==> src/design/rau_pkg.sv <==
// ============================================================================
// Rational arithmetic unit package
// Shared widths, operation codes, payload structs and unit handshake types.
// ============================================================================
`default_nettype none

package rau_pkg;

   // Word width of integer work; sums and products wrap at this width, but compares use double-width products.
   localparam int WORD_BITS = 32;
   localparam int FUNC_BITS = 4;
   localparam int DEN_BITS  = 31;
   localparam int DWORD_BITS = 2 * WORD_BITS;

   // Depth of the queue between the front and the back.
   localparam int QUEUE_DEPTH = 2;
   localparam int QPTR_BITS   = $clog2(QUEUE_DEPTH);
   localparam int QCNT_BITS   = $clog2(QUEUE_DEPTH + 1);

   // Step counter of the divider and shift count of the GCD unit.
   localparam int STEP_BITS = $clog2(WORD_BITS);

   // Operation codes.
   localparam logic [FUNC_BITS-1:0] FN_MAKE = 4'd0;
   localparam logic [FUNC_BITS-1:0] FN_ADD  = 4'd1;
   localparam logic [FUNC_BITS-1:0] FN_SUB  = 4'd2;
   localparam logic [FUNC_BITS-1:0] FN_MUL  = 4'd3;
   localparam logic [FUNC_BITS-1:0] FN_DIV  = 4'd4;
   localparam logic [FUNC_BITS-1:0] FN_LT   = 4'd5;
   localparam logic [FUNC_BITS-1:0] FN_GT   = 4'd6;
   localparam logic [FUNC_BITS-1:0] FN_LE   = 4'd7;
   localparam logic [FUNC_BITS-1:0] FN_GE   = 4'd8;

   typedef logic signed [WORD_BITS-1:0]  word_type;
   typedef logic signed [DWORD_BITS-1:0] dword_type;
   typedef logic [WORD_BITS-1:0]         uword_type;

   typedef struct packed {
      logic [FUNC_BITS-1:0] func;
      word_type             a_num;
      word_type             a_den;
      word_type             b_num;
      logic [DEN_BITS-1:0]  b_den;
   } req_type;

   typedef struct packed {
      word_type            res_num;
      logic [DEN_BITS-1:0] res_den;
      logic                cmp_true;
   } rsp_type;

   // Operation class assigned by the front.
   typedef enum logic [2:0] {
      CLS_MAKE,
      CLS_ADDSUB,
      CLS_MULDIV,
      CLS_CMP,
      CLS_NONE
   } cls_type;

   typedef struct packed {
      cls_type cls;
      req_type req;
   } job_type;

   typedef struct packed {
      logic     start;
      word_type dividend;
      word_type divisor;
   } div_req_type;

   typedef struct packed {
      logic     start;
      word_type x_val;
      word_type y_val;
   } gcd_req_type;

   typedef struct packed {
      logic     done;
      word_type value;
   } unit_rsp_type;

   // Sequencer states of the back.
   typedef enum logic [4:0] {
      ST_IDLE,
      ST_LOAD_B,
      ST_DISPATCH,
      ST_NORM_PREP,
      ST_NORM_GCD,
      ST_NORM_GCD_WAIT,
      ST_NORM_DIVN,
      ST_NORM_DIVN_WAIT,
      ST_NORM_DIVD,
      ST_NORM_DIVD_WAIT,
      ST_MD_NUM,
      ST_MD_DEN,
      ST_MD_SAVE,
      ST_AS_MUL,
      ST_AS_GCD,
      ST_AS_GCD_WAIT,
      ST_AS_LCM,
      ST_AS_LCM_WAIT,
      ST_AS_XMUL,
      ST_AS_XDIV,
      ST_AS_XDIV_WAIT,
      ST_AS_YMUL,
      ST_AS_YDIV,
      ST_AS_YDIV_WAIT,
      ST_CMP_LHS,
      ST_CMP_RHS,
      ST_CMP_DONE,
      ST_RESULT
   } back_state_type;

   // Magnitude of a word as an unsigned word; the most negative word maps
   // to its true magnitude.
   function automatic uword_type magnitude(word_type v);
      uword_type u;
      u = uword_type'(v);
      return u[WORD_BITS-1] ? (~u + 1'b1) : u;
   endfunction

endpackage

`default_nettype wire

==> src/design/rau_front.sv <==
// ============================================================================
// Rational arithmetic unit front
// Accepts items, classifies the operation and queues them for the back.
// ============================================================================
`default_nettype none

module rau_front (
   input  logic            clock,
   input  logic            reset,
   input  logic            start,
   output logic            busy,
   input  rau_pkg::req_type req_data,
   output logic            job_valid,
   output rau_pkg::job_type job,
   input  logic            job_pop
);
   import rau_pkg::*;

   job_type               q_ff [QUEUE_DEPTH];
   logic [QPTR_BITS-1:0]  wr_ptr_ff, wr_ptr_in;
   logic [QPTR_BITS-1:0]  rd_ptr_ff, rd_ptr_in;
   logic [QCNT_BITS-1:0]  count_ff, count_in;
   logic                  push;
   logic                  pop_ok;
   cls_type               cls;

   // Classify the operation code.
   always_comb begin
      case (req_data.func)
         FN_MAKE:                      cls = CLS_MAKE;
         FN_ADD, FN_SUB:               cls = CLS_ADDSUB;
         FN_MUL, FN_DIV:               cls = CLS_MULDIV;
         FN_LT, FN_GT, FN_LE, FN_GE:   cls = CLS_CMP;
         default:                      cls = CLS_NONE;
      endcase
   end

   // Handshake and queue pointers.
   assign busy      = (count_ff == QCNT_BITS'(QUEUE_DEPTH));
   assign push      = start && !busy;
   assign job_valid = (count_ff != '0);
   assign pop_ok    = job_pop && job_valid;
   assign job       = q_ff[rd_ptr_ff];

   always_comb begin
      wr_ptr_in = wr_ptr_ff;
      rd_ptr_in = rd_ptr_ff;
      count_in  = count_ff;
      if (push) begin
         wr_ptr_in = (wr_ptr_ff == QPTR_BITS'(QUEUE_DEPTH - 1)) ? '0 : wr_ptr_ff + 1'b1;
      end
      if (pop_ok) begin
         rd_ptr_in = (rd_ptr_ff == QPTR_BITS'(QUEUE_DEPTH - 1)) ? '0 : rd_ptr_ff + 1'b1;
      end
      if (push && !pop_ok) begin
         count_in = count_ff + 1'b1;
      end else if (!push && pop_ok) begin
         count_in = count_ff - 1'b1;
      end
   end

   always_ff @(posedge clock) begin
      if (reset) begin
         wr_ptr_ff <= '0;
         rd_ptr_ff <= '0;
         count_ff  <= '0;
      end else begin
         wr_ptr_ff <= wr_ptr_in;
         rd_ptr_ff <= rd_ptr_in;
         count_ff  <= count_in;
      end
   end

   // Queue storage.
   always_ff @(posedge clock) begin
      if (push) begin
         q_ff[wr_ptr_ff] <= '{cls: cls, req: req_data};
      end
   end

`ifndef SYNTHESIS
   // A push without a pop adds exactly one entry.
   a_count_up: assert property (@(posedge clock) disable iff (reset)
      push && !pop_ok |=> count_ff == QCNT_BITS'($past(count_ff) + 1'b1))
      else $error("queue count did not grow on push");
`endif

endmodule

`default_nettype wire

==> config.mk <==
export PLATFORM = sky130hd
export DESIGN_NAME = rau_front
export DESIGN_NICKNAME = d
export VERILOG_FILES = /design/src/design/rau_pkg.sv /design/src/design/rau_front.sv
export SDC_FILE = /design/constraint.sdc
export NUM_CORES = 1
export LEC_CHECK = 0
export BUFFER_PORTS_ARGS = -buffer_cell sky130_fd_sc_hd__buf_2
export CAP_MARGIN = 40
export CORE_MARGIN = 4
export CORE_UTILIZATION = 52
export CTS_CLUSTER_SIZE = 8
export DETAILED_ROUTE_END_ITERATION = 10
export GPL_ROUTABILITY_DRIVEN = 0
export PLACE_DENSITY = 0.82
export SLEW_MARGIN = 30
export SYNTH_ARGS = -nofsm -noshare
export SYNTH_HDL_FRONTEND = slang
export SYNTH_SLANG_ARGS = --single-unit
==> constraint.sdc <==
create_clock -name clock -period 5.44 [get_ports clock]
set_clock_uncertainty 0.05 [all_clocks]
set_input_delay 0.544 -clock clock [delete_from_list [all_inputs] [get_ports clock]]
set_output_delay 0.544 -clock clock [all_outputs]
set_load 0.01 [all_outputs]
==> run metrics <==
crit share post-route=0.578; Psw=about 1600 µW; Reg clk slew, reported paths=around 0.050 ns; Final Hold Violating Endpoints=0; Mean Syn Cell Area=22.6 µm²; wire per inst=19.3 µm; Leakage Power=0.00500 µW; Max Fclk=0.318 GHz; flops & latches, synth=~270; Core Util, Final=0.682; Cell variety after synth=20; Syn. warnings=0; Initial Util=0.536; worst vdd ir=0.000460 V; Post-DP HPWL=13.7 mm; crit-path max FO=42; internal power=4750 µW; Final Power=6390 µW; die area=21900 µm²; IO buf count=270; Max Cap Viol=0; worst-skew pair later-pin latency=0.49 ns; crit path capture type=primary output; placed cells=975; initial antenna violation count=2; FF-to-FF setup slack=2.83 ns; via density per instance=5.08; area of the core=19000 µm²; Clk pwr share=0.335; Vias=roughly 5300; syn_nets=590; Setup TNS=0 ns; Die X=148 µm; GRT Total Usage=0.178; Cells after Synth=about 450; logic gate share of total power=0.234; Relative slew margins=0.547; fill cell count=1248; CTS root buffer=clkbuf_16; switching share of power=0.257; RSZ-0062 raised after global routing=false; CTS sink cnt=about 270; DRT antenna net count=0; CP arrival=2.55 ns; row cnt=50; drt first-iter violations=281; drt total wl=19.9 mm; grt ovf=0; first-pass GRT wire length=30.4 mm; sequential area share after synthesis=0.799; Final Non-Filler Cells=1035; startpoint types=flop; Max Slew Vio Count=0; Top Ports=271; post-CTS setup buffers=0; CP required=4.85 ns; H-tree depth=2; Area Overhead vs Synth=27.2%; outcome=complete, no violations; DRC viols=0; Setup CP Type=reg2out; CTS tree=done; synthesized cell area=10200 µm²; final setup margin=2.30 ns; number of nets in the layout=between 800 and 900; Hold-fix buffers, CTS=0; Post-CTS Resized=0; vias in the first global route=5733; Initial DRT Pass Iterations=4; final setup fails=0; worst-margin pin slew=roughly 0.68 ns; largest net degree at the start of global routing=70; Flop pwr share=0.431; HP Class=in2reg; die height=~150 µm; minimum period implied by the final worst setup slack=3.14 ns; Setup WS pre-CTS=2.70 ns; Max clock buf depth=3; TritonCTS Buffers=40; fraction of layout cells with a size suffix above 1=0.592; pwr dens=approximately 490 nW/µm²
==> worst paths after layout <==
check	start	cells after the start	to
worst max-delay path	flop	4	job[5]
worst min-delay path	req_data[22]	1	q_ff[1][22]
worst max register to register	count_ff[0]	5	q_ff[0][35]
worst min register to register	wr_ptr_ff	2	wr_ptr_ff
==> power groups by stage <==
stage               clock [µW]  combinational [µW]  sequential (µW)
floorplan                    0                1020             2770
global placement             0                1400             2820
detailed placement           0                1520             2790
CTS                       2190                1520             2760
global route              2300                1600             2780
finish                    2140                1500             2750
==> registers in the layout, indices dropped and copies added, names as in the netlist, named ones only <==
name and count:
count_ff 2, wr_ptr_ff 1, rd_ptr_ff 1, q_ff 268
==> area by class of cell <==
| cell class | instances | area (µm²) | area share |
|---|---|---|---|
| tap | 260 | 325 | 0.0251 |
| inverter | 5 | 23.8 | 0.00183 |
| antenna | 1 | 2.50 | 0.000193 |
| multi-input combinational | 159 | 1910 | 0.147 |
| sequential | 273 | 8150 | 0.628 |
| timing repair buffer | 278 | 1460 | 0.113 |
| clock inverter | 1 | 8.76 | 0.000675 |
| clock buffer | 58 | 1090 | 0.0840 |
==> synth_stat cells, drive strengths merged <==
master / n / area (µm²)
or3: 2 / 12.5
mux2i: 1 / 10.0
ha: 3 / 37.5
edfxtp: 268 / 8050
nor2b: 1 / 6.26
a21boi: 1 / 7.51
inv: 5 / 18.8
and2: 1 / 6.26
xor2: 3 / 26.3
nor3: 1 / 5.00
o31a: 1 / 8.76
or2: 1 / 6.26
dfxtp: 5 / 100
a21oi: 2 / 10.0
o21ai: 3 / 15.0
nor2: 5 / 18.8
mux2: 134 / 1730
buf: 15 / 125
==> kinds of logic after synthesis <==
| logic type | Yosys count | share of synthesized area |
|---|---|---|
| DFF | 273 | 0.799 |
| muxes | 135 | 0.171 |
| buffers and inverters | 20 | 0.0141 |
| and+or+nand+nor | 11 | 0.00540 |
| AOI/OAI and AO/OA | 7 | 0.00405 |
| xor gates and xnor gates | 3 | 0.00258 |
| adders and majority gates | 3 | 0.00368 |
==> metrics by stage <==
stage	hold WS (ns)	cell area [µm²]
2_1_floorplan	0.402	10200
3_3_place_gp	0.421	11800
3_5_place_dp	0.454	11900
4_1_cts	0.164	13000
5_1_grt	0.161	13000
6_report	0.188	13000
==> layer usage <==
layer	GRT usage	part of all wire	vias to the layer above	routed length (µm)
met5	0	0.00065	-	13
met4	0.0582	0.023	2	464
met3	0.0677	0.10	39	2070
met2	0.291	0.48	264	9630
met1	0.221	0.39	2557	7760
li1	-	-	2399	-
==> cells in the final DEF, fill, tap and decap left out <==
master / Yosys / final
buf_2: 7 / 270
edfxtp_1: 268 / 268
mux2_2: 74 / 74
mux2_4: 60 / 60
clkbuf_16: 0 / 41
clkbuf_1: 0 / 17
nor2_1: 5 / 5
buf_4: 0 / 5
inv_1: 5 / 4
dfxtp_1: 5 / 4
o21ai_0: 3 / 3
xor2_1: 3 / 3
ha_1: 3 / 3
or3_1: 2 / 2
a21oi_1: 2 / 2
buf_16: 0 / 2
diode_2: 0 / 1
nor2b_1: 1 / 1
a21boi_0: 1 / 1
nor3_1: 1 / 1
mux2i_1: 1 / 1
o31a_1: 1 / 1
or2_2: 1 / 1
inv_6: 0 / 1
and2_4: 0 / 1
dfxtp_4: 0 / 1
clkinv_4: 0 / 1
buf_12: 0 / 1
==> critical path, stage by stage (launching register included) <==
cell	delay [ns]
dfxtp_4	0.63
buf_16	0.30
buf_4	0.51
mux2_2	0.42
buf_2	0.15
No activity file was read; power rests on OpenSTA's default activity.
