### config.mk
export PLATFORM = sky130hd
export DESIGN_NAME = rau_back
export DESIGN_NICKNAME = d
export VERILOG_FILES = /design/src/design/rau_pkg.sv /design/src/design/rau_back.sv
export SDC_FILE = /design/constraint.sdc
export NUM_CORES = 2
export LEC_CHECK = 0
export BUFFER_PORTS_ARGS = -buffer_cell sky130_fd_sc_hd__buf_2
export CAP_MARGIN = 20
export CORE_MARGIN = 5
export CORE_UTILIZATION = 40
export CTS_CLUSTER_DIAMETER = 100
export CTS_CLUSTER_SIZE = 28
export DETAILED_ROUTE_END_ITERATION = 16
export PLACE_DENSITY = 0.63
export RECOVER_POWER = 25
export REMOVE_ABC_BUFFERS = 1
export SLEW_MARGIN = 0
export SYNTH_ARGS = -nofsm -noshare
export SYNTH_HDL_FRONTEND = slang
export SYNTH_SLANG_ARGS = --single-unit
### constraint.sdc
create_clock -name clock -period 19.3 [get_ports clock]
set_clock_uncertainty 0.15 [all_clocks]
set_input_delay 2.895 -clock clock [delete_from_list [all_inputs] [get_ports clock]]
set_output_delay 2.895 -clock clock [all_outputs]
set_load 0.01 [all_outputs]
### src/design/rau_pkg.sv
// ============================================================================
// Rational arithmetic unit package
// Shared widths, operation codes, payload structs and unit handshake types.
// ============================================================================
`default_nettype none

package rau_pkg;

   // Word width of integer work; sums and products wrap at this width, but compares use double-width products.
   localparam int WORD_BITS = 32;
   localparam int FUNC_BITS = 4;
   localparam int DEN_BITS  = 31;
   localparam int DWORD_BITS = 2 * WORD_BITS;

   // Depth of the queue between the front and the back.
   localparam int QUEUE_DEPTH = 2;
   localparam int QPTR_BITS   = $clog2(QUEUE_DEPTH);
   localparam int QCNT_BITS   = $clog2(QUEUE_DEPTH + 1);

   // Step counter of the divider and shift count of the GCD unit.
   localparam int STEP_BITS = $clog2(WORD_BITS);

   // Operation codes.
   localparam logic [FUNC_BITS-1:0] FN_MAKE = 4'd0;
   localparam logic [FUNC_BITS-1:0] FN_ADD  = 4'd1;
   localparam logic [FUNC_BITS-1:0] FN_SUB  = 4'd2;
   localparam logic [FUNC_BITS-1:0] FN_MUL  = 4'd3;
   localparam logic [FUNC_BITS-1:0] FN_DIV  = 4'd4;
   localparam logic [FUNC_BITS-1:0] FN_LT   = 4'd5;
   localparam logic [FUNC_BITS-1:0] FN_GT   = 4'd6;
   localparam logic [FUNC_BITS-1:0] FN_LE   = 4'd7;
   localparam logic [FUNC_BITS-1:0] FN_GE   = 4'd8;

   typedef logic signed [WORD_BITS-1:0]  word_type;
   typedef logic signed [DWORD_BITS-1:0] dword_type;
   typedef logic [WORD_BITS-1:0]         uword_type;

   typedef struct packed {
      logic [FUNC_BITS-1:0] func;
      word_type             a_num;
      word_type             a_den;
      word_type             b_num;
      logic [DEN_BITS-1:0]  b_den;
   } req_type;

   typedef struct packed {
      word_type            res_num;
      logic [DEN_BITS-1:0] res_den;
      logic                cmp_true;
   } rsp_type;

   // Operation class assigned by the front.
   typedef enum logic [2:0] {
      CLS_MAKE,
      CLS_ADDSUB,
      CLS_MULDIV,
      CLS_CMP,
      CLS_NONE
   } cls_type;

   typedef struct packed {
      cls_type cls;
      req_type req;
   } job_type;

   typedef struct packed {
      logic     start;
      word_type dividend;
      word_type divisor;
   } div_req_type;

   typedef struct packed {
      logic     start;
      word_type x_val;
      word_type y_val;
   } gcd_req_type;

   typedef struct packed {
      logic     done;
      word_type value;
   } unit_rsp_type;

   // Sequencer states of the back.
   typedef enum logic [4:0] {
      ST_IDLE,
      ST_LOAD_B,
      ST_DISPATCH,
      ST_NORM_PREP,
      ST_NORM_GCD,
      ST_NORM_GCD_WAIT,
      ST_NORM_DIVN,
      ST_NORM_DIVN_WAIT,
      ST_NORM_DIVD,
      ST_NORM_DIVD_WAIT,
      ST_MD_NUM,
      ST_MD_DEN,
      ST_MD_SAVE,
      ST_AS_MUL,
      ST_AS_GCD,
      ST_AS_GCD_WAIT,
      ST_AS_LCM,
      ST_AS_LCM_WAIT,
      ST_AS_XMUL,
      ST_AS_XDIV,
      ST_AS_XDIV_WAIT,
      ST_AS_YMUL,
      ST_AS_YDIV,
      ST_AS_YDIV_WAIT,
      ST_CMP_LHS,
      ST_CMP_RHS,
      ST_CMP_DONE,
      ST_RESULT
   } back_state_type;

   // Magnitude of a word as an unsigned word; the most negative word maps
   // to its true magnitude.
   function automatic uword_type magnitude(word_type v);
      uword_type u;
      u = uword_type'(v);
      return u[WORD_BITS-1] ? (~u + 1'b1) : u;
   endfunction

endpackage

`default_nettype wire

### src/design/rau_back.sv
// ============================================================================
// Rational arithmetic unit back
// Sequencer that normalizes operands and carries out each operation with a
// shared multiplier, the GCD engine and the divider.
// ============================================================================
`default_nettype none

module rau_back (
   input  logic                  clock,
   input  logic                  reset,
   input  logic                  job_valid,
   input  rau_pkg::job_type      job,
   output logic                  job_pop,
   output rau_pkg::gcd_req_type  gcd_req,
   input  rau_pkg::unit_rsp_type gcd_rsp,
   output rau_pkg::div_req_type  div_req,
   input  rau_pkg::unit_rsp_type div_rsp,
   output logic                  rsp_strobe,
   output rau_pkg::rsp_type      rsp_data
);
   import rau_pkg::*;

   back_state_type       state_ff, state_in;
   back_state_type       ret_ff, ret_in;
   cls_type              cls_ff, cls_in;
   logic [FUNC_BITS-1:0] func_ff, func_in;
   word_type             an_ff, an_in, ad_ff, ad_in;
   word_type             bn_ff, bn_in, bd_ff, bd_in;
   word_type             nn_ff, nn_in, nd_ff, nd_in;
   word_type             tmp_ff, tmp_in;
   word_type             l_ff, l_in;
   word_type             g_ff, g_in;
   dword_type            prod_ff, prod_in;
   dword_type            lhs_ff, lhs_in;
   word_type             mul_x, mul_y;
   logic                 rsp_strobe_ff, rsp_strobe_in;
   rsp_type              rsp_ff, rsp_in;
   logic                 lt_raw, gt_raw, lt_fix, gt_fix;
   logic                 cmp_bit;

   // Shared multiplier, registered every cycle.
   assign prod_in = dword_type'(mul_x) * dword_type'(mul_y);

   // Exact compare; a negative a denominator flips the order.
   assign lt_raw = (lhs_ff < prod_ff);
   assign gt_raw = (lhs_ff > prod_ff);
   assign lt_fix = ad_ff[WORD_BITS-1] ? gt_raw : lt_raw;
   assign gt_fix = ad_ff[WORD_BITS-1] ? lt_raw : gt_raw;

   always_comb begin
      case (func_ff)
         FN_LT:   cmp_bit = lt_fix;
         FN_GT:   cmp_bit = gt_fix;
         FN_LE:   cmp_bit = !gt_fix;
         default: cmp_bit = !lt_fix;
      endcase
   end

   // Next state.
   always_comb begin
      state_in = state_ff;
      case (state_ff)
         ST_IDLE:           if (job_valid) state_in = ST_NORM_PREP;
         ST_LOAD_B:         state_in = ST_NORM_PREP;
         ST_DISPATCH: begin
            case (cls_ff)
               CLS_ADDSUB: state_in = ST_AS_MUL;
               CLS_MULDIV: state_in = ST_MD_NUM;
               CLS_CMP:    state_in = ST_CMP_LHS;
               default:    state_in = ST_RESULT;
            endcase
         end
         ST_NORM_PREP:      state_in = ST_NORM_GCD;
         ST_NORM_GCD:       state_in = ST_NORM_GCD_WAIT;
         ST_NORM_GCD_WAIT:  if (gcd_rsp.done) state_in = ST_NORM_DIVN;
         ST_NORM_DIVN:      state_in = ST_NORM_DIVN_WAIT;
         ST_NORM_DIVN_WAIT: if (div_rsp.done) state_in = ST_NORM_DIVD;
         ST_NORM_DIVD:      state_in = ST_NORM_DIVD_WAIT;
         ST_NORM_DIVD_WAIT: if (div_rsp.done) state_in = ret_ff;
         ST_MD_NUM:         state_in = ST_MD_DEN;
         ST_MD_DEN:         state_in = ST_MD_SAVE;
         ST_MD_SAVE:        state_in = ST_NORM_PREP;
         ST_AS_MUL:         state_in = ST_AS_GCD;
         ST_AS_GCD:         state_in = ST_AS_GCD_WAIT;
         ST_AS_GCD_WAIT:    if (gcd_rsp.done) state_in = ST_AS_LCM;
         ST_AS_LCM:         state_in = ST_AS_LCM_WAIT;
         ST_AS_LCM_WAIT:    if (div_rsp.done) state_in = ST_AS_XMUL;
         ST_AS_XMUL:        state_in = ST_AS_XDIV;
         ST_AS_XDIV:        state_in = ST_AS_XDIV_WAIT;
         ST_AS_XDIV_WAIT:   if (div_rsp.done) state_in = ST_AS_YMUL;
         ST_AS_YMUL:        state_in = ST_AS_YDIV;
         ST_AS_YDIV:        state_in = ST_AS_YDIV_WAIT;
         ST_AS_YDIV_WAIT:   if (div_rsp.done) state_in = ST_NORM_PREP;
         ST_CMP_LHS:        state_in = ST_CMP_RHS;
         ST_CMP_RHS:        state_in = ST_CMP_DONE;
         ST_CMP_DONE:       state_in = ST_IDLE;
         ST_RESULT:         state_in = ST_IDLE;
         default:           state_in = ST_IDLE;
      endcase
   end

   // Outputs and datapath.
   always_comb begin
      job_pop       = 1'b0;
      gcd_req       = '{start: 1'b0, x_val: nn_ff, y_val: nd_ff};
      div_req       = '{start: 1'b0, dividend: nn_ff, divisor: g_ff};
      mul_x         = an_ff;
      mul_y         = bd_ff;
      ret_in        = ret_ff;
      cls_in        = cls_ff;
      func_in       = func_ff;
      an_in         = an_ff;
      ad_in         = ad_ff;
      bn_in         = bn_ff;
      bd_in         = bd_ff;
      nn_in         = nn_ff;
      nd_in         = nd_ff;
      tmp_in        = tmp_ff;
      l_in          = l_ff;
      g_in          = g_ff;
      lhs_in        = lhs_ff;
      rsp_strobe_in = 1'b0;
      rsp_in        = rsp_ff;
      case (state_ff)
         ST_IDLE: begin
            if (job_valid) begin
               job_pop = 1'b1;
               cls_in  = job.cls;
               func_in = job.req.func;
               bn_in   = job.req.b_num;
               bd_in   = word_type'({1'b0, job.req.b_den});
               nn_in   = job.req.a_num;
               nd_in   = job.req.a_den;
               ret_in  = ST_LOAD_B;
            end
         end
         ST_LOAD_B: begin
            an_in  = nn_ff;
            ad_in  = nd_ff;
            nn_in  = bn_ff;
            nd_in  = bd_ff;
            ret_in = ST_DISPATCH;
         end
         ST_DISPATCH: begin
            bn_in = nn_ff;
            bd_in = nd_ff;
            if (cls_ff == CLS_MAKE) begin
               nn_in = an_ff;
               nd_in = ad_ff;
            end else begin
               nn_in = '0;
               nd_in = word_type'(1);
            end
         end
         // Zero denominator becomes one; a negative sign moves up.
         ST_NORM_PREP: begin
            if (nd_ff == '0) begin
               nd_in = word_type'(1);
            end else if (nd_ff[WORD_BITS-1]) begin
               nd_in = -nd_ff;
               nn_in = -nn_ff;
            end
         end
         ST_NORM_GCD: begin
            gcd_req.start = 1'b1;
         end
         ST_NORM_GCD_WAIT: begin
            if (gcd_rsp.done) g_in = gcd_rsp.value;
         end
         ST_NORM_DIVN: begin
            div_req.start = 1'b1;
         end
         ST_NORM_DIVN_WAIT: begin
            if (div_rsp.done) nn_in = div_rsp.value;
         end
         ST_NORM_DIVD: begin
            div_req = '{start: 1'b1, dividend: nd_ff, divisor: g_ff};
         end
         ST_NORM_DIVD_WAIT: begin
            if (div_rsp.done) nd_in = div_rsp.value;
         end
         // Multiply and divide: numerator and denominator products (crossed for divide), then normalize.
         ST_MD_NUM: begin
            mul_x = an_ff;
            mul_y = (func_ff == FN_MUL) ? bn_ff : bd_ff;
         end
         ST_MD_DEN: begin
            nn_in = prod_ff[WORD_BITS-1:0];
            mul_x = ad_ff;
            mul_y = (func_ff == FN_MUL) ? bd_ff : bn_ff;
         end
         ST_MD_SAVE: begin
            nd_in  = prod_ff[WORD_BITS-1:0];
            ret_in = ST_RESULT;
         end
         // Add and subtract over the least common denominator.
         ST_AS_MUL: begin
            mul_x = ad_ff;
            mul_y = bd_ff;
         end
         ST_AS_GCD: begin
            tmp_in  = prod_ff[WORD_BITS-1:0];
            gcd_req = '{start: 1'b1, x_val: ad_ff, y_val: bd_ff};
         end
         ST_AS_GCD_WAIT: begin
            if (gcd_rsp.done) g_in = gcd_rsp.value;
         end
         ST_AS_LCM: begin
            div_req = '{start: 1'b1, dividend: tmp_ff, divisor: g_ff};
         end
         ST_AS_LCM_WAIT: begin
            if (div_rsp.done) l_in = div_rsp.value;
         end
         ST_AS_XMUL: begin
            mul_x = an_ff;
            mul_y = l_ff;
         end
         ST_AS_XDIV: begin
            div_req = '{start: 1'b1, dividend: prod_ff[WORD_BITS-1:0], divisor: ad_ff};
         end
         ST_AS_XDIV_WAIT: begin
            if (div_rsp.done) tmp_in = div_rsp.value;
         end
         ST_AS_YMUL: begin
            mul_x = bn_ff;
            mul_y = l_ff;
         end
         ST_AS_YDIV: begin
            div_req = '{start: 1'b1, dividend: prod_ff[WORD_BITS-1:0], divisor: bd_ff};
         end
         ST_AS_YDIV_WAIT: begin
            if (div_rsp.done) begin
               nn_in  = (func_ff == FN_SUB) ? (tmp_ff - div_rsp.value)
                                            : (tmp_ff + div_rsp.value);
               nd_in  = l_ff;
               ret_in = ST_RESULT;
            end
         end
         // Compares cross-multiply at double width.
         ST_CMP_LHS: begin
            mul_x = an_ff;
            mul_y = bd_ff;
         end
         ST_CMP_RHS: begin
            lhs_in = prod_ff;
            mul_x  = bn_ff;
            mul_y  = ad_ff;
         end
         ST_CMP_DONE: begin
            rsp_strobe_in = 1'b1;
            rsp_in = '{res_num: '0, res_den: DEN_BITS'(1), cmp_true: cmp_bit};
         end
         ST_RESULT: begin
            rsp_strobe_in = 1'b1;
            rsp_in = '{res_num: nn_ff, res_den: nd_ff[DEN_BITS-1:0], cmp_true: 1'b0};
         end
         default: begin
         end
      endcase
   end

   always_ff @(posedge clock) begin
      if (reset) begin
         state_ff      <= ST_IDLE;
         rsp_strobe_ff <= 1'b0;
      end else begin
         state_ff      <= state_in;
         rsp_strobe_ff <= rsp_strobe_in;
      end
   end

   always_ff @(posedge clock) begin
      ret_ff  <= ret_in;
      cls_ff  <= cls_in;
      func_ff <= func_in;
      an_ff   <= an_in;
      ad_ff   <= ad_in;
      bn_ff   <= bn_in;
      bd_ff   <= bd_in;
      nn_ff   <= nn_in;
      nd_ff   <= nd_in;
      tmp_ff  <= tmp_in;
      l_ff    <= l_in;
      g_ff    <= g_in;
      prod_ff <= prod_in;
      lhs_ff  <= lhs_in;
      rsp_ff  <= rsp_in;
   end

   assign rsp_strobe = rsp_strobe_ff;
   assign rsp_data   = rsp_ff;

`ifndef SYNTHESIS
   // Results are never delivered in two adjacent cycles.
   a_strobe_gap: assert property (@(posedge clock) disable iff (reset)
      rsp_strobe_ff |=> !rsp_strobe_ff)
      else $error("back-to-back result strobes");

   // A true compare carries the neutral rational.
   a_cmp_payload: assert property (@(posedge clock) disable iff (reset)
      rsp_strobe_ff && rsp_ff.cmp_true |->
         rsp_ff.res_num == '0 && rsp_ff.res_den == DEN_BITS'(1))
      else $error("compare result with nonzero rational");

   // Items leave the queue only when the sequencer is idle.
   a_pop_idle: assert property (@(posedge clock) disable iff (reset)
      job_pop |-> state_ff == ST_IDLE && job_valid)
      else $error("queue popped outside idle");
`endif

endmodule

`default_nettype wire

==> summary.md <==
| Metric | Value |
|---|---|
| Die Span X | `405 um` |
| Number of synthesized flops with an enable pin | `426` |
| Period utilisation layout | `73.3%` |
| FFs w/ async S/R, synth | `0%` |
| H-tree Lvls | `1` |
| Post-synth top area share | `34.7%` |
| Top-count cell post-synth | `fa_1` |
| Post-synth cell types | `79` |
| Worst skew pair latency | `0.74 ns` |
| Area contributors post-synth | `fa_1 (35%), edfxtp_1 (20%), inv_1 (6.3%)` |
| Post-synthesis mux area share | `2.31%` |
| Initial DRC count | `6,629` |
| CTS tree | `done` |
| Max stage delay on crit path | `1.96 ns` |
| Drt wl/cell | `27.6 um` |
| End of the worst register-to-register path | `prod_ff[60]` |
| Grt ovf | `0` |
| Setup tns final | `0 ns` |
| Drt pass-1 iters | `9` |
| Worst slew pin tran | `2.92 ns` |
| Reg2reg path depth | `29` |
| Placer Congestion | `1.02` |
| Final wirelength | `241,000 um` |
| Vias in the first global route | `53,577` |
| Via-to-Cell Ratio | `5.90` |
| GRT Total Usage | `29.3%` |
| Slew headroom | `-94.5%` |
| Slowest CP cell | `clkbuf_1` |
| Largest family of logic cells by synthesized area | `adder cells` |
| Crit path top cell by count | `fa_1` |
| Final Hold Fails | `0` |
| Setup crit start kind | `flip-flop` |
| Worst Hold Class | `flip-flop to flip-flop` |
| Pin count of the biggest net entering global routing | `65` |
| Failing checks | `capacitance limit, slew limit` |
| Worst EP required | `19.74 ns` |
| Worst Setup End Kind | `flip-flop` |
| Worst hold endpoint | `lhs_ff[46]` |
| Syn Area/Cell | `9.79 sq um` |
| Clk sinks | `496` |
| Slew Limit Fails | `207` |
| Synth Flop Type | `edfxtp_1` |
| Vias | `51,455` |
| Worst Setup SP | `state_ff[4]` |
| Crit path time final | `14.14 ns` |
| FF-to-FF setup slack | `5.16 ns` |
| Initial antenna violation count | `30` |
| Post-route ant nets | `0` |
| Fraction of synthesized cell area in xor and xnor cells | `2.65%` |
| Layout cells sized above 1 | `12.1%` |
| First-pass GRT wire length | `355,000 um` |
| RR Startpoint | `state_ff[4]` |
| DIE AREA | `164,000 sq um` |
| Highest metal used | `met5` |
| Worst Setup Path Type | `flip-flop to flip-flop` |
| Post-DP HPWL | `186,000 um` |
| # hold bufs at CTS | `0` |
| Seq/Total Area, Yosys | `22.7%` |
| Max-cap violations | `5` |
| Cells on Worst Hold Path | `0` |
| Synth-to-layout area growth | `9.94%` |
| Dominant cell type by area after synthesis | `fa_1` |
| Clk buf depth | `3` |
| Cts repair resizes | `0` |
| I/O Pins | `399` |
| Routed length on met1 | `90,600 um` |
| Worst EP arrival | `14.58 ns` |
| Post-Synth Adder-Cell Area | `40.4%` |
| Layout net count | `8,196` |
| Max FO, Critical Path | `60` |
| CTS buffer count | `28` |
| Post-synth design cell area | `62,400 sq um` |
| Post-CTS Setup Bufs | `0` |
| Core area | `156,000 sq um` |
| Vert. Die Dim | `405 um` |
| Post-Synth Simple-Gate Area | `12.8%` |
| Status | `finished, violations left` |
| Routed met2 length | `101,000 um` |
| Seq cells post-synth | `496` |
| CP delay by family, top | `adder cells` |
| Fraction of the mapped netlist area in compound gates | `10.6%` |
| Metal3 WL | `33,700 um` |
| Commonest cells in the synthesized netlist | `fa_1 (1,083), inv_1 (1,049), nand2_1 (757)` |
| DR DRC count | `0` |
| Clk root buf | `clkbuf_16` |
| IO Port Bufs | `398` |
| Post-synthesis cell count | `6,378` |
| Hold Crit Start | `prod_ff[46]` |
| Buf/Inv on CP | `6` |
| Initial core utilization | `40.1%` |
| Syn. warnings | `0` |
| Max Freq | `0.0707 GHz` |
| Unrepaired setup endpoints after global routing | `false` |
| Final setup viols | `0` |
| Clk pin slew, worst setup/hold paths | `0.11 ns` |
| FP Rows | `145` |
-- worst reg2reg max path: cells and delay by family, from the launching register on --
kind                       cells  cell delay, ns
AOI/OAI and AO/OA              9            2.90
buffers and inverters          6            3.49
DFF                            1            1.50
and+or+nand+nor                4            1.18
xor gates and xnor gates       1            0.17
adders and majority gates      9            4.62
-- placed cells by master, fill, tap and decap left out, types with 64 or more instances in the layout --
master / instances
a21oi_1: 201
o21ai_0: 123
edfxtp_1: 426
buf_4: 161
nand2_1: 757
mux2_2: 120
and2_1: 106
xor2_1: 71
a22oi_1: 97
buf_2: 361
xnor2_1: 116
nor2_1: 703
a222oi_1: 64
dfxtp_1: 70
fa_1: 1083
inv_1: 1048
ha_1: 282
-- cells by family (layout without fill, tap and decap cells) --
| logic type | count (synthesis) | in the layout |
|---|---|---|
| fa+ha+maj | 1365 | 1365 |
| flops | 496 | 496 |
| buf+inv | 1408 | 1680 |
| compound gates | 917 | 917 |
| other cells | 0 | 16 |
| xor+xnor | 188 | 188 |
| simple gates | 1875 | 1875 |
| mux | 129 | 129 |
-- layout make-up --
type / count / area, sq um
clock inverter: 15 / 265
timing repair buffer: 577 / 3250
clock buffer: 37 / 766
inverter: 1051 / 3950
fill: 15037 / 87000
multi-input combinational: 4474 / 43600
antenna: 16 / 40.0
sequential: 496 / 14200
tap: 2058 / 2570
-- how the worst max path moves through the flow --
stage,cells past startpoint,to
finish,29,prod_ff[60]
global placement,30,prod_ff[63]
floorplan,26,prod_ff[63]
detailed placement,31,prod_ff[63]
CTS,31,prod_ff[63]
global route,29,prod_ff[60]
-- metal layers --
layer | track usage, % | up-vias
met5 | 0 | -
met4 | 14.8 | 12
met3 | 9.48 | 660
met2 | 43.4 | 3428
met1 | 38.6 | 26069
li1 | - | 21286
-- through the flow --
stage | instance area, sq um | std cells | setup slack [ns] | utilization [%] | hold WS [ns]
4_1_cts | 68700 | 8708 | 7.00 | 44.1 | 0.298
3_3_place_gp | 67700 | 8655 | 7.36 | 43.5 | 0.266
2_1_floorplan | 61100 | 6021 | 1.90 | - | 0.258
6_report | 68600 | 8724 | 5.16 | 44.1 | 0.294
3_5_place_dp | 67700 | 8656 | 7.05 | 43.5 | 0.272
5_1_grt | 68600 | 8718 | 4.64 | 44.1 | 0.301
Power is left out: the tool's default activity adds up to more than one toggle a clock period on the data nets, which glitch-free logic cannot reach.
