<file path="src/design/rau_pkg.sv">
// ============================================================================
// Rational arithmetic unit package
// Shared widths, operation codes, payload structs and unit handshake types.
// ============================================================================
`default_nettype none

package rau_pkg;

   // Word width of integer work; sums and products wrap at this width, but compares use double-width products.
   localparam int WORD_BITS = 32;
   localparam int FUNC_BITS = 4;
   localparam int DEN_BITS  = 31;
   localparam int DWORD_BITS = 2 * WORD_BITS;

   // Depth of the queue between the front and the back.
   localparam int QUEUE_DEPTH = 2;
   localparam int QPTR_BITS   = $clog2(QUEUE_DEPTH);
   localparam int QCNT_BITS   = $clog2(QUEUE_DEPTH + 1);

   // Step counter of the divider and shift count of the GCD unit.
   localparam int STEP_BITS = $clog2(WORD_BITS);

   // Operation codes.
   localparam logic [FUNC_BITS-1:0] FN_MAKE = 4'd0;
   localparam logic [FUNC_BITS-1:0] FN_ADD  = 4'd1;
   localparam logic [FUNC_BITS-1:0] FN_SUB  = 4'd2;
   localparam logic [FUNC_BITS-1:0] FN_MUL  = 4'd3;
   localparam logic [FUNC_BITS-1:0] FN_DIV  = 4'd4;
   localparam logic [FUNC_BITS-1:0] FN_LT   = 4'd5;
   localparam logic [FUNC_BITS-1:0] FN_GT   = 4'd6;
   localparam logic [FUNC_BITS-1:0] FN_LE   = 4'd7;
   localparam logic [FUNC_BITS-1:0] FN_GE   = 4'd8;

   typedef logic signed [WORD_BITS-1:0]  word_type;
   typedef logic signed [DWORD_BITS-1:0] dword_type;
   typedef logic [WORD_BITS-1:0]         uword_type;

   typedef struct packed {
      logic [FUNC_BITS-1:0] func;
      word_type             a_num;
      word_type             a_den;
      word_type             b_num;
      logic [DEN_BITS-1:0]  b_den;
   } req_type;

   typedef struct packed {
      word_type            res_num;
      logic [DEN_BITS-1:0] res_den;
      logic                cmp_true;
   } rsp_type;

   // Operation class assigned by the front.
   typedef enum logic [2:0] {
      CLS_MAKE,
      CLS_ADDSUB,
      CLS_MULDIV,
      CLS_CMP,
      CLS_NONE
   } cls_type;

   typedef struct packed {
      cls_type cls;
      req_type req;
   } job_type;

   typedef struct packed {
      logic     start;
      word_type dividend;
      word_type divisor;
   } div_req_type;

   typedef struct packed {
      logic     start;
      word_type x_val;
      word_type y_val;
   } gcd_req_type;

   typedef struct packed {
      logic     done;
      word_type value;
   } unit_rsp_type;

   // Sequencer states of the back.
   typedef enum logic [4:0] {
      ST_IDLE,
      ST_LOAD_B,
      ST_DISPATCH,
      ST_NORM_PREP,
      ST_NORM_GCD,
      ST_NORM_GCD_WAIT,
      ST_NORM_DIVN,
      ST_NORM_DIVN_WAIT,
      ST_NORM_DIVD,
      ST_NORM_DIVD_WAIT,
      ST_MD_NUM,
      ST_MD_DEN,
      ST_MD_SAVE,
      ST_AS_MUL,
      ST_AS_GCD,
      ST_AS_GCD_WAIT,
      ST_AS_LCM,
      ST_AS_LCM_WAIT,
      ST_AS_XMUL,
      ST_AS_XDIV,
      ST_AS_XDIV_WAIT,
      ST_AS_YMUL,
      ST_AS_YDIV,
      ST_AS_YDIV_WAIT,
      ST_CMP_LHS,
      ST_CMP_RHS,
      ST_CMP_DONE,
      ST_RESULT
   } back_state_type;

   // Magnitude of a word as an unsigned word; the most negative word maps
   // to its true magnitude.
   function automatic uword_type magnitude(word_type v);
      uword_type u;
      u = uword_type'(v);
      return u[WORD_BITS-1] ? (~u + 1'b1) : u;
   endfunction

endpackage

`default_nettype wire

</file>
<file path="src/design/rau_div.sv">
// ============================================================================
// Rational arithmetic unit divider
// Signed truncating division, one restoring quotient bit per cycle.
// ============================================================================
`default_nettype none

module rau_div (
   input  logic                  clock,
   input  logic                  reset,
   input  rau_pkg::div_req_type  div_req,
   output rau_pkg::unit_rsp_type div_rsp
);
   import rau_pkg::*;

   logic                 run_ff, run_in;
   logic                 done_ff, done_in;
   logic [STEP_BITS-1:0] cnt_ff, cnt_in;
   uword_type            rem_ff, rem_in;
   uword_type            quo_ff, quo_in;
   uword_type            dvs_ff, dvs_in;
   logic                 neg_ff, neg_in;
   uword_type            quot_ff, quot_in;
   logic [WORD_BITS:0]   rem_sh;
   logic                 fits;
   uword_type            rem_nx;
   uword_type            quo_nx;

   // Restoring step on magnitudes. The partial remainder stays below the
   // divisor, so it always fits in one word.
   assign rem_sh = {rem_ff, quo_ff[WORD_BITS-1]};
   assign fits   = (rem_sh >= {1'b0, dvs_ff});
   assign rem_nx = fits ? uword_type'(rem_sh - {1'b0, dvs_ff}) : rem_sh[WORD_BITS-1:0];
   assign quo_nx = {quo_ff[WORD_BITS-2:0], fits};

   always_comb begin
      run_in  = run_ff;
      done_in = 1'b0;
      cnt_in  = cnt_ff;
      rem_in  = rem_ff;
      quo_in  = quo_ff;
      dvs_in  = dvs_ff;
      neg_in  = neg_ff;
      quot_in = quot_ff;
      if (div_req.start) begin
         run_in = 1'b1;
         cnt_in = '0;
         rem_in = '0;
         quo_in = magnitude(div_req.dividend);
         dvs_in = magnitude(div_req.divisor);
         neg_in = div_req.dividend[WORD_BITS-1] ^ div_req.divisor[WORD_BITS-1];
      end else if (run_ff) begin
         rem_in = rem_nx;
         quo_in = quo_nx;
         cnt_in = cnt_ff + 1'b1;
         if (cnt_ff == STEP_BITS'(WORD_BITS - 1)) begin
            run_in  = 1'b0;
            done_in = 1'b1;
            quot_in = neg_ff ? (~quo_nx + 1'b1) : quo_nx;
         end
      end
   end

   always_ff @(posedge clock) begin
      if (reset) begin
         run_ff  <= 1'b0;
         done_ff <= 1'b0;
      end else begin
         run_ff  <= run_in;
         done_ff <= done_in;
      end
   end

   always_ff @(posedge clock) begin
      cnt_ff  <= cnt_in;
      rem_ff  <= rem_in;
      quo_ff  <= quo_in;
      dvs_ff  <= dvs_in;
      neg_ff  <= neg_in;
      quot_ff <= quot_in;
   end

   assign div_rsp.done  = done_ff;
   assign div_rsp.value = word_type'(quot_ff);

`ifndef SYNTHESIS
   // The sequencer never restarts a division that is still running.
   a_no_restart: assert property (@(posedge clock) disable iff (reset)
      div_req.start |-> !run_ff)
      else $error("divider started while busy");
`endif

endmodule

`default_nettype wire

</file>
<file path="config.mk">
export PLATFORM = sky130hd
export DESIGN_NAME = rau_div
export DESIGN_NICKNAME = d
export VERILOG_FILES = /design/src/design/rau_pkg.sv /design/src/design/rau_div.sv
export SDC_FILE = /design/constraint.sdc
export NUM_CORES = 1
export LEC_CHECK = 0
export ABC_AREA = 1
export ABC_CLOCK_PERIOD_IN_PS = 5400
export BUFFER_PORTS_ARGS = -buffer_cell sky130_fd_sc_hd__buf_2
export CAP_MARGIN = 20
export CORE_MARGIN = 4
export CORE_UTILIZATION = 40
export DETAILED_ROUTE_END_ITERATION = 16
export GPL_TIMING_DRIVEN = 0
export SETUP_SLACK_MARGIN = 0.1
export SLEW_MARGIN = 10
export SYNTH_ARGS = -nofsm -noshare
export SYNTH_HDL_FRONTEND = slang
export SYNTH_SLANG_ARGS = --single-unit
</file>
<file path="constraint.sdc">
create_clock -name clock -period 5.4 [get_ports clock]
set_input_delay 0.54 -clock clock [delete_from_list [all_inputs] [get_ports clock]]
set_output_delay 0.54 -clock clock [all_outputs]
set_load 0.02 [all_outputs]
</file>
==> key figures, run 1 <==
Clocking
  – H-tree level count: 4
  – Clock Sink Count: about 140
  – Clk Latency, worst-skew pair: between 0.4 and 0.5 ns
  – Post-CTS sizing: 0
  – Root buf cell: clkbuf_16
  – Max clock buf depth: 2
  – CTS tree: done
  – CTS Hold Bufs: 0
  – Cts bufs inserted: 17
  – Post-CTS setup buffers: 0
  – Clock Pin Slew Worst Setup and Hold Paths: ~0.060 ns

Floorplan
  – Die H: ~160 microns
  – Ports: 100
  – Core area: between 0.02 and 0.025 sq mm
  – Number of cell rows: 55
  – Die X: ~160 microns
  – Initial Utilization: 0.412
  – Total die area: 0.0261 sq mm

Drt
  – Iter 0 DRT Violations: roughly 400
  – Total Routed Length: 25400 microns
  – Drt pass-1 iters: 5
  – Vias per std cell: ~5
  – Final ANT Viol Nets: 0
  – WL per Instance: between 10 and 15 microns
  – Drt drc: 0
  – Total number of vias: about 8500

Global routing
  – Largest net degree at the start of global routing: 39
  – GRT Util Overall: 0.200
  – Vias in the first global route: between 8000 and 9000
  – First-pass GRT wire length: around 41000 microns
  – Grt ovf: 0
  – Antenna violations before repair: 0

Synth
  – Main synth FF type: edfxtp_1
  – Synth async-reset ratio: 0
  – Synth Cell Area: between 0.009 and 0.01 sq mm
  – Post-synthesis adder-cell area fraction: 0.0511
  – EDFF count, synth: between 90 and 100
  – Synth top area share: 0.308
  – Yosys reg bits: roughly 140
  – Synth unique cells: 46
  – YS warnings: 0
  – Commonest cells post-synth: nand2_1, inv_1, nor2_1, edfxtp_1, nand3_1
  – Synth area leaders: edfxtp_1, nand2_1, dfxtp_1
  – Largest family of logic cells by synthesized area: simple AND/OR/NAND/NOR gates
  – Syn Area/Cell: 7.35 sq um
  – Largest area contributor in the netlist: edfxtp_1
  – Post-synthesis sequential area ratio: 0.391
  – Mapped Cells: between 1000 and 1500
  – Compound-Gate Fraction of Synth Area: 0.108
  – Mux cell area share after synthesis: 0
  – Count leader, synth: nand2_1
  – Simple-gate area share of the yosys netlist: 0.286
  – Syn nets: 1390
  – Xor/xnor share of the synthesized area: 0.0825

Place
  – IO Port Bufs: 99
  – Pre-CTS setup slack: between 1 and 1.5 ns
  – Hpwl dp: slightly above 20000 microns
  – Gp weighted congestion: 0.968

Timing
  – Clock Skew: 0.0146 ns
  – Slew @ Worst Pin: just over 0.8 ns
  – Setup TNS: 0 ns
  – Slew Limit Fails: 0
  – Crit path time final: 3.96 ns
  – F_max: roughly 0.25 GHz
  – Tcrit/Tclk final: 0.734
  – Final Hold Violating Endpoints: 0
  – Unrepaired setup endpoints after global routing: no
  – Max-Slew Margin vs Limit: 0.459
  – Final setup vio count: 0
  – Worst setup margin: 1.44 ns

Worst setup path
  – Slowest CP cell: edfxtp_1
  – CP delay by family, top: simple AND/OR/NAND/NOR gates
  – Crit path buf inv count: 3
  – Critical Path Fanout Max: 10
  – R2R depth: 20
  – Critical path depth: 20
  – Most frequent CP cell: nor2_1
  – CP required: ~5.6 ns
  – Critical path cell sequence: inv_1 -> ha_1 -> a21oi_1 -> nand2_1 -> a21oi_1 -> nand3_2 -> nand2_2 -> nand2_8 -> inv_2 -> ha_1 -> inv_1 -> nor3_2 -> nand2_1 -> nor2_1 -> nand3_1 -> nor2_1 -> nor2_1 -> nor2_2 -> o211ai_1 -> xor2_1
  – Type of the worst setup path: flop to flop
  – Endpoint type of the worst setup path: flop
  – CP startpoint kind: flop
  – CP max stage delay: about 0.36 ns
  – Data arrival, critical path: about 4.1 ns

Worst hold path
  – Hold WC Path Type: input pin to flop
  – Min-Delay Path Depth: 1

Power
  – Lkg Pwr: roughly 0.0050 uW
  – Maximum vdd ir drop: around 0.16 mV
  – Power Density: ~260 mW/mm^2

Flow run
  – Max Cap Viol: 0

Finish
  – Final #Nets: about 1500
  – Share of cells above drive strength 1: 0.125
  – Layout area overhead: 16.0%
  – Diodes inserted: 0

Outcome
  – Status: finished clean
-- sequential cells by signal (all words and copies together), names as in the netlist --
name     count
dvs_ff      32
quo_ff      32
quot_ff     32
rem_ff      32
cnt_ff       5
done_ff      1
neg_ff       1
run_ff       1
-- final timing paths --
kind                                               from                 endpoint  slack (ns)
worst max-delay path               dvs_ff[16]$_DFFE_PP_    quot_ff[30]$_DFFE_PP_        1.44
worst min-delay path                         div_req[0]      dvs_ff[0]$_DFFE_PP_        0.32
worst max register to register     dvs_ff[16]$_DFFE_PP_    quot_ff[30]$_DFFE_PP_        1.44
worst min register to register  rem_ff[24]$_SDFFE_PP0P_  rem_ff[24]$_SDFFE_PP0P_        0.47
-- power by group --
part | total, uW | switching (uW) | internal [uW] | leakage [uW]
Sequential | 1250 | 42.1 | 1200 | 0.00125
Combinational | 456 | 296 | 161 | 0.00351
Clock | 1200 | 477 | 727 | 0.000287
-- kinds of logic after synthesis --
group | count (synthesis)
xor gates and xnor gates | 89
buffers and inverters | 195
AOI/OAI and AO/OA | 188
DFF | 136
and+or+nand+nor | 639
adders and majority gates | 38
-- area by class of cell --
type | count | area (sq um)
fillers | 2352 | 12000
multi-input cells | 954 | 4990
plain buffers | 30 | 149
inverters | 165 | 619
clock buffers | 17 | 425
clock inverters | 15 | 175
repair buffers | 100 | 515
well taps | 313 | 392
flip-flops and latches | 136 | 3690
-- routing by layer --
metal	part of all wire	vias to the layer above	GRT usage
met5	0	-	0
met4	0.030	0	0.0800
li1	-	4442	-
met1	0.44	3774	0.250
met3	0.048	45	0.0266
met2	0.48	214	0.349
-- layout by cell type (no fill, tap or decap), types with 3 or more instances in the layout --
master      netlist  layout
nor2_1          131     130
clkinv_2          0       3
o211ai_1          3       3
o21ai_1          32      32
or2_2            10      10
edfxtp_1         97      97
nand2_1         348     348
nor4_1            3       3
ha_1             37      37
nand3b_1          4       4
nand3_1          86      86
a31oi_1           5       5
o21ai_0          71      71
inv_1           154     153
nor3_1           23      23
clkbuf_16         0      17
xnor2_1          37      37
xor2_1           52      52
nor3_2            3       3
a21oi_1          52      52
clkinvlp_4        0       3
bufinv_16         0       3
a21boi_0          3       3
or2_1             4       4
clkbuf_1         20      20
nor2_2            4       4
inv_2            10      11
inv_6             0       3
dfxtp_1          39      39
o21bai_1         10      10
buf_2             2     101
nand4_1          18      18
buf_4             5       5
-- metrics by stage --
stage | cells | cell area, sq um | utilization | power (uW) | hold WS (ns)
global placement | 1697 | 10300 | 0.451 | 1720 | 0.461
CTS | 1730 | 11000 | 0.478 | 2920 | 0.312
detailed placement | 1698 | 10400 | 0.452 | 1720 | 0.462
finish | 1730 | 11000 | 0.478 | 2910 | 0.320
global route | 1730 | 11000 | 0.478 | 3040 | 0.316
floorplan | 1285 | 9450 | - | 1570 | 0.444
(Power assumes the default switching activity.)
==> run 2: changes to the inputs <==
--- a/config.mk
+++ b/config.mk
@@ -6,7 +6,7 @@
 export NUM_CORES = 1
 export LEC_CHECK = 0
 export ABC_AREA = 1
-export ABC_CLOCK_PERIOD_IN_PS = 5400
+export ABC_CLOCK_PERIOD_IN_PS = 3600
 export BUFFER_PORTS_ARGS = -buffer_cell sky130_fd_sc_hd__buf_2
 export CAP_MARGIN = 20
 export CORE_MARGIN = 4
==> constraint.sdc (replaced) <==
create_clock -name clock -period 3.6 [get_ports clock]
set_input_delay 0.36 -clock clock [delete_from_list [all_inputs] [get_ports clock]]
set_output_delay 0.36 -clock clock [all_outputs]
set_load 0.02 [all_outputs]
==> run 2 against run 1 <==
Net effect: setup slack worse by 1.2 ns; critical path depth stayed put; core utilization is 1.1 points higher; via count is 0.35% higher; combinational power is 57% higher; fmax is 19% higher; flip-flop and latch count stayed put; largest cell class unchanged.
==> key figures, run 2 (synthesis gave the netlist of run 1 again) <==
Worst setup path
  – Critical path cell sequence: inv_1 -> ha_1 -> a21oi_2 -> nand2_1 -> a21oi_2 -> nand3_4 -> nand2_4 -> nand2_8 -> inv_12 -> ha_1 -> inv_1 -> nor3_2 -> nand2_1 -> nor2_2 -> nand3_2 -> nor2_2 -> nor2_1 -> nor2_2 -> o211ai_1 -> xor2_1 (was inv_1 -> ha_1 -> a21oi_1 -> nand2_1 -> a21oi_1 -> nand3_2 -> nand2_2 -> nand2_8 -> inv_2 -> ha_1 -> inv_1 -> nor3_2 -> nand2_1 -> nor2_1 -> nand3_1 -> nor2_1 -> nor2_1 -> nor2_2 -> o211ai_1 -> xor2_1)
  – Type of the worst setup path: flop to flop (unchanged)
  – R2R depth: 20 (unchanged)
  – Critical Path Fanout Max: 10 (unchanged)
  – CP required: 3.77 ns (was 5.58 ns)
  – Endpoint type of the worst setup path: flop (unchanged)
  – Slowest CP cell: edfxtp_1 (unchanged)
  – CP startpoint kind: flop (unchanged)
  – Most frequent CP cell: nor2_2 (was nor2_1)
  – Data arrival, critical path: 3.52 ns (was 4.14 ns)
  – CP max stage delay: 0.36 ns (about the same)

Place
  – Pre-CTS setup slack: -0.358 ns (was 1.44 ns)
  – Hpwl dp: 20500 microns (unchanged)
  – IO Port Bufs: 99 (unchanged)
  – Gp weighted congestion: 0.968 (unchanged)
  – Inst Count DP: 1698 (unchanged)

Timing
  – Unrepaired setup endpoints after global routing: no (unchanged)
  – Final setup vio count: 0 (unchanged)
  – Slew @ Worst Pin: 0.824 ns (was 0.810 ns)
  – Slew Limit Fails: 0 (unchanged)
  – Crit path time final: 3.34 ns (was 3.96 ns)
  – Hold_ws: 0.141 ns (was 0.320 ns)
  – Final Hold Violating Endpoints: 0 (unchanged)
  – Max-Slew Margin vs Limit: 0.450 (was 0.459)
  – Tcrit/Tclk final: 0.929 (was 0.734)
  – Clock Skew: 0.0156 ns (was 0.0146 ns)
  – F_max: 0.299 GHz (was 0.252 GHz)
  – Worst setup margin: 0.257 ns (was 1.44 ns)

Power
  – Power Density: 390 mW/mm^2 (was 265 mW/mm^2)
  – Lkg Pwr: 0.00512 uW (was 0.00505 uW)
  – Total power draw: 4380 uW (was 2910 uW)
  – Maximum vdd ir drop: 0.230 mV (was 0.159 mV)

Clocking
  – H-tree level count: 4 (unchanged)
  – Clock Sink Count: 136 (unchanged)
  – CTS Hold Bufs: 0 (unchanged)
  – Clk Latency, worst-skew pair: 0.44 ns (about the same)
  – Cts bufs inserted: 17 (unchanged)
  – Root buf cell: clkbuf_16 (unchanged)
  – Clock Pin Slew Worst Setup and Hold Paths: 0.06 ns (about the same)
  – Max clock buf depth: 2 (unchanged)
  – CTS tree: done (unchanged)

Flow run
  – Max Cap Viol: 0 (unchanged)

Finish
  – Diodes inserted: 0 (unchanged)
  – Commonest non-fill, non-tap cell in the layout: nand2_1 (unchanged)
  – Final #Nets: 1519 (was 1509)
  – Layout area overhead: 18.7% (was 16.0%)
  – Final cell count without fillers: 1740 (was 1730)
  – Share of cells above drive strength 1: 0.153 (was 0.125)
  – Commonest non-fill, non-tap cells in the layout: nand2_1, inv_1, nor2_1 (unchanged)

Global routing
  – Vias in the first global route: 8413 (was 8341)
  – Antenna violations before repair: 0 (unchanged)
  – GRT Util Overall: 0.201 (was 0.200)
  – Largest net degree at the start of global routing: 39 (unchanged)
  – Grt ovf: 0 (unchanged)
  – First-pass GRT wire length: 41600 microns (was 41400 microns)

Floorplan
  – Ports: 100 (unchanged)
  – Die X: 162 microns (unchanged)
  – Initial Utilization: 0.412 (unchanged)
  – Die H: 162 microns (unchanged)
  – Total die area: 0.0261 sq mm (unchanged)
  – Number of cell rows: 55 (unchanged)
  – Core area: 0.0229 sq mm (unchanged)

Outcome
  – Status: finished clean (unchanged)

Worst hold path
  – Min-Delay Path Depth: 1 (unchanged)
  – Hold WC Path Type: input pin to flop (unchanged)

Drt
  – Total Routed Length: 25600 microns (was 25400 microns)
  – Drt drc: 0 (unchanged)
  – Final ANT Viol Nets: 0 (unchanged)
  – WL per Instance: 14.7 microns (about the same)
  – Total number of vias: 8505 (was 8475)
  – Vias per std cell: 4.89 (was 4.90)
  – Drt pass-1 iters: 5 (unchanged)
  – Iter 0 DRT Violations: 408 (was 404)
[run 2: what timing repair did]
action | in CTS | in global routing
pin swaps | 8 | 12
endpoints found under the setup margin | 7 | 5
resized for setup | 18 | 23
buffers inserted | 5 | 5
[run 2: cell type report]
cell class                 instances  area (sq um)
clock buffer                      17           425
tap                              313           392
sequential                       136          3690
buffer                            30           149
multi-input combinational        954          5160
fill                            2326         11700
timing repair buffer             110           591
clock inverter                    15           175
inverter                         165           632
[run 2: path summary, 6_finish.rpt]
| check | start | end | slack, ns |
|---|---|---|---|
| hold reg to reg | rem_ff[24]$_SDFFE_PP0P_ | rem_ff[24]$_SDFFE_PP0P_ | 0.47 |
| setup reg to reg | dvs_ff[16]$_DFFE_PP_ | quot_ff[30]$_DFFE_PP_ | 0.26 |
| hold / removal | div_req[0] | dvs_ff[0]$_DFFE_PP_ | 0.14 |
| setup / recovery | dvs_ff[16]$_DFFE_PP_ | quot_ff[30]$_DFFE_PP_ | 0.26 |
[run 2: metrics by stage]
step	TNS [ns]	util	cell area, sq um
final	0	0.489	11200
after global routing	0	0.489	11200
after CTS	0	0.483	11100
after detailed placement	-1.33	0.452	10400
after global placement	-35.16	0.451	10300
after floorplan	0	-	9450
[run 2: worst max-delay path: cells and delay by family, from the launching register on]
family,cells,cell delay (ns)
xor+xnor,1,0.16
simple gates,11,1.38
flops,1,0.36
fa+ha+maj,2,0.42
buf+inv,3,0.22
compound gates,3,0.54
[run 2: power breakdown]
part	internal [uW]	total (uW)	switching (uW)
clock network	1090	1800	706
logic	257	714	457
registers	1800	1870	63.6
[run 2: layer usage]
| metal | GRT usage | up-vias | share of wire |
|---|---|---|---|
| met1 | 0.252 | 3783 | 0.45 |
| li1 | - | 4461 | - |
| met3 | 0.0266 | 47 | 0.040 |
| met4 | 0.0811 | 0 | 0.029 |
| met2 | 0.351 | 214 | 0.48 |
| met5 | 0 | - | 0 |
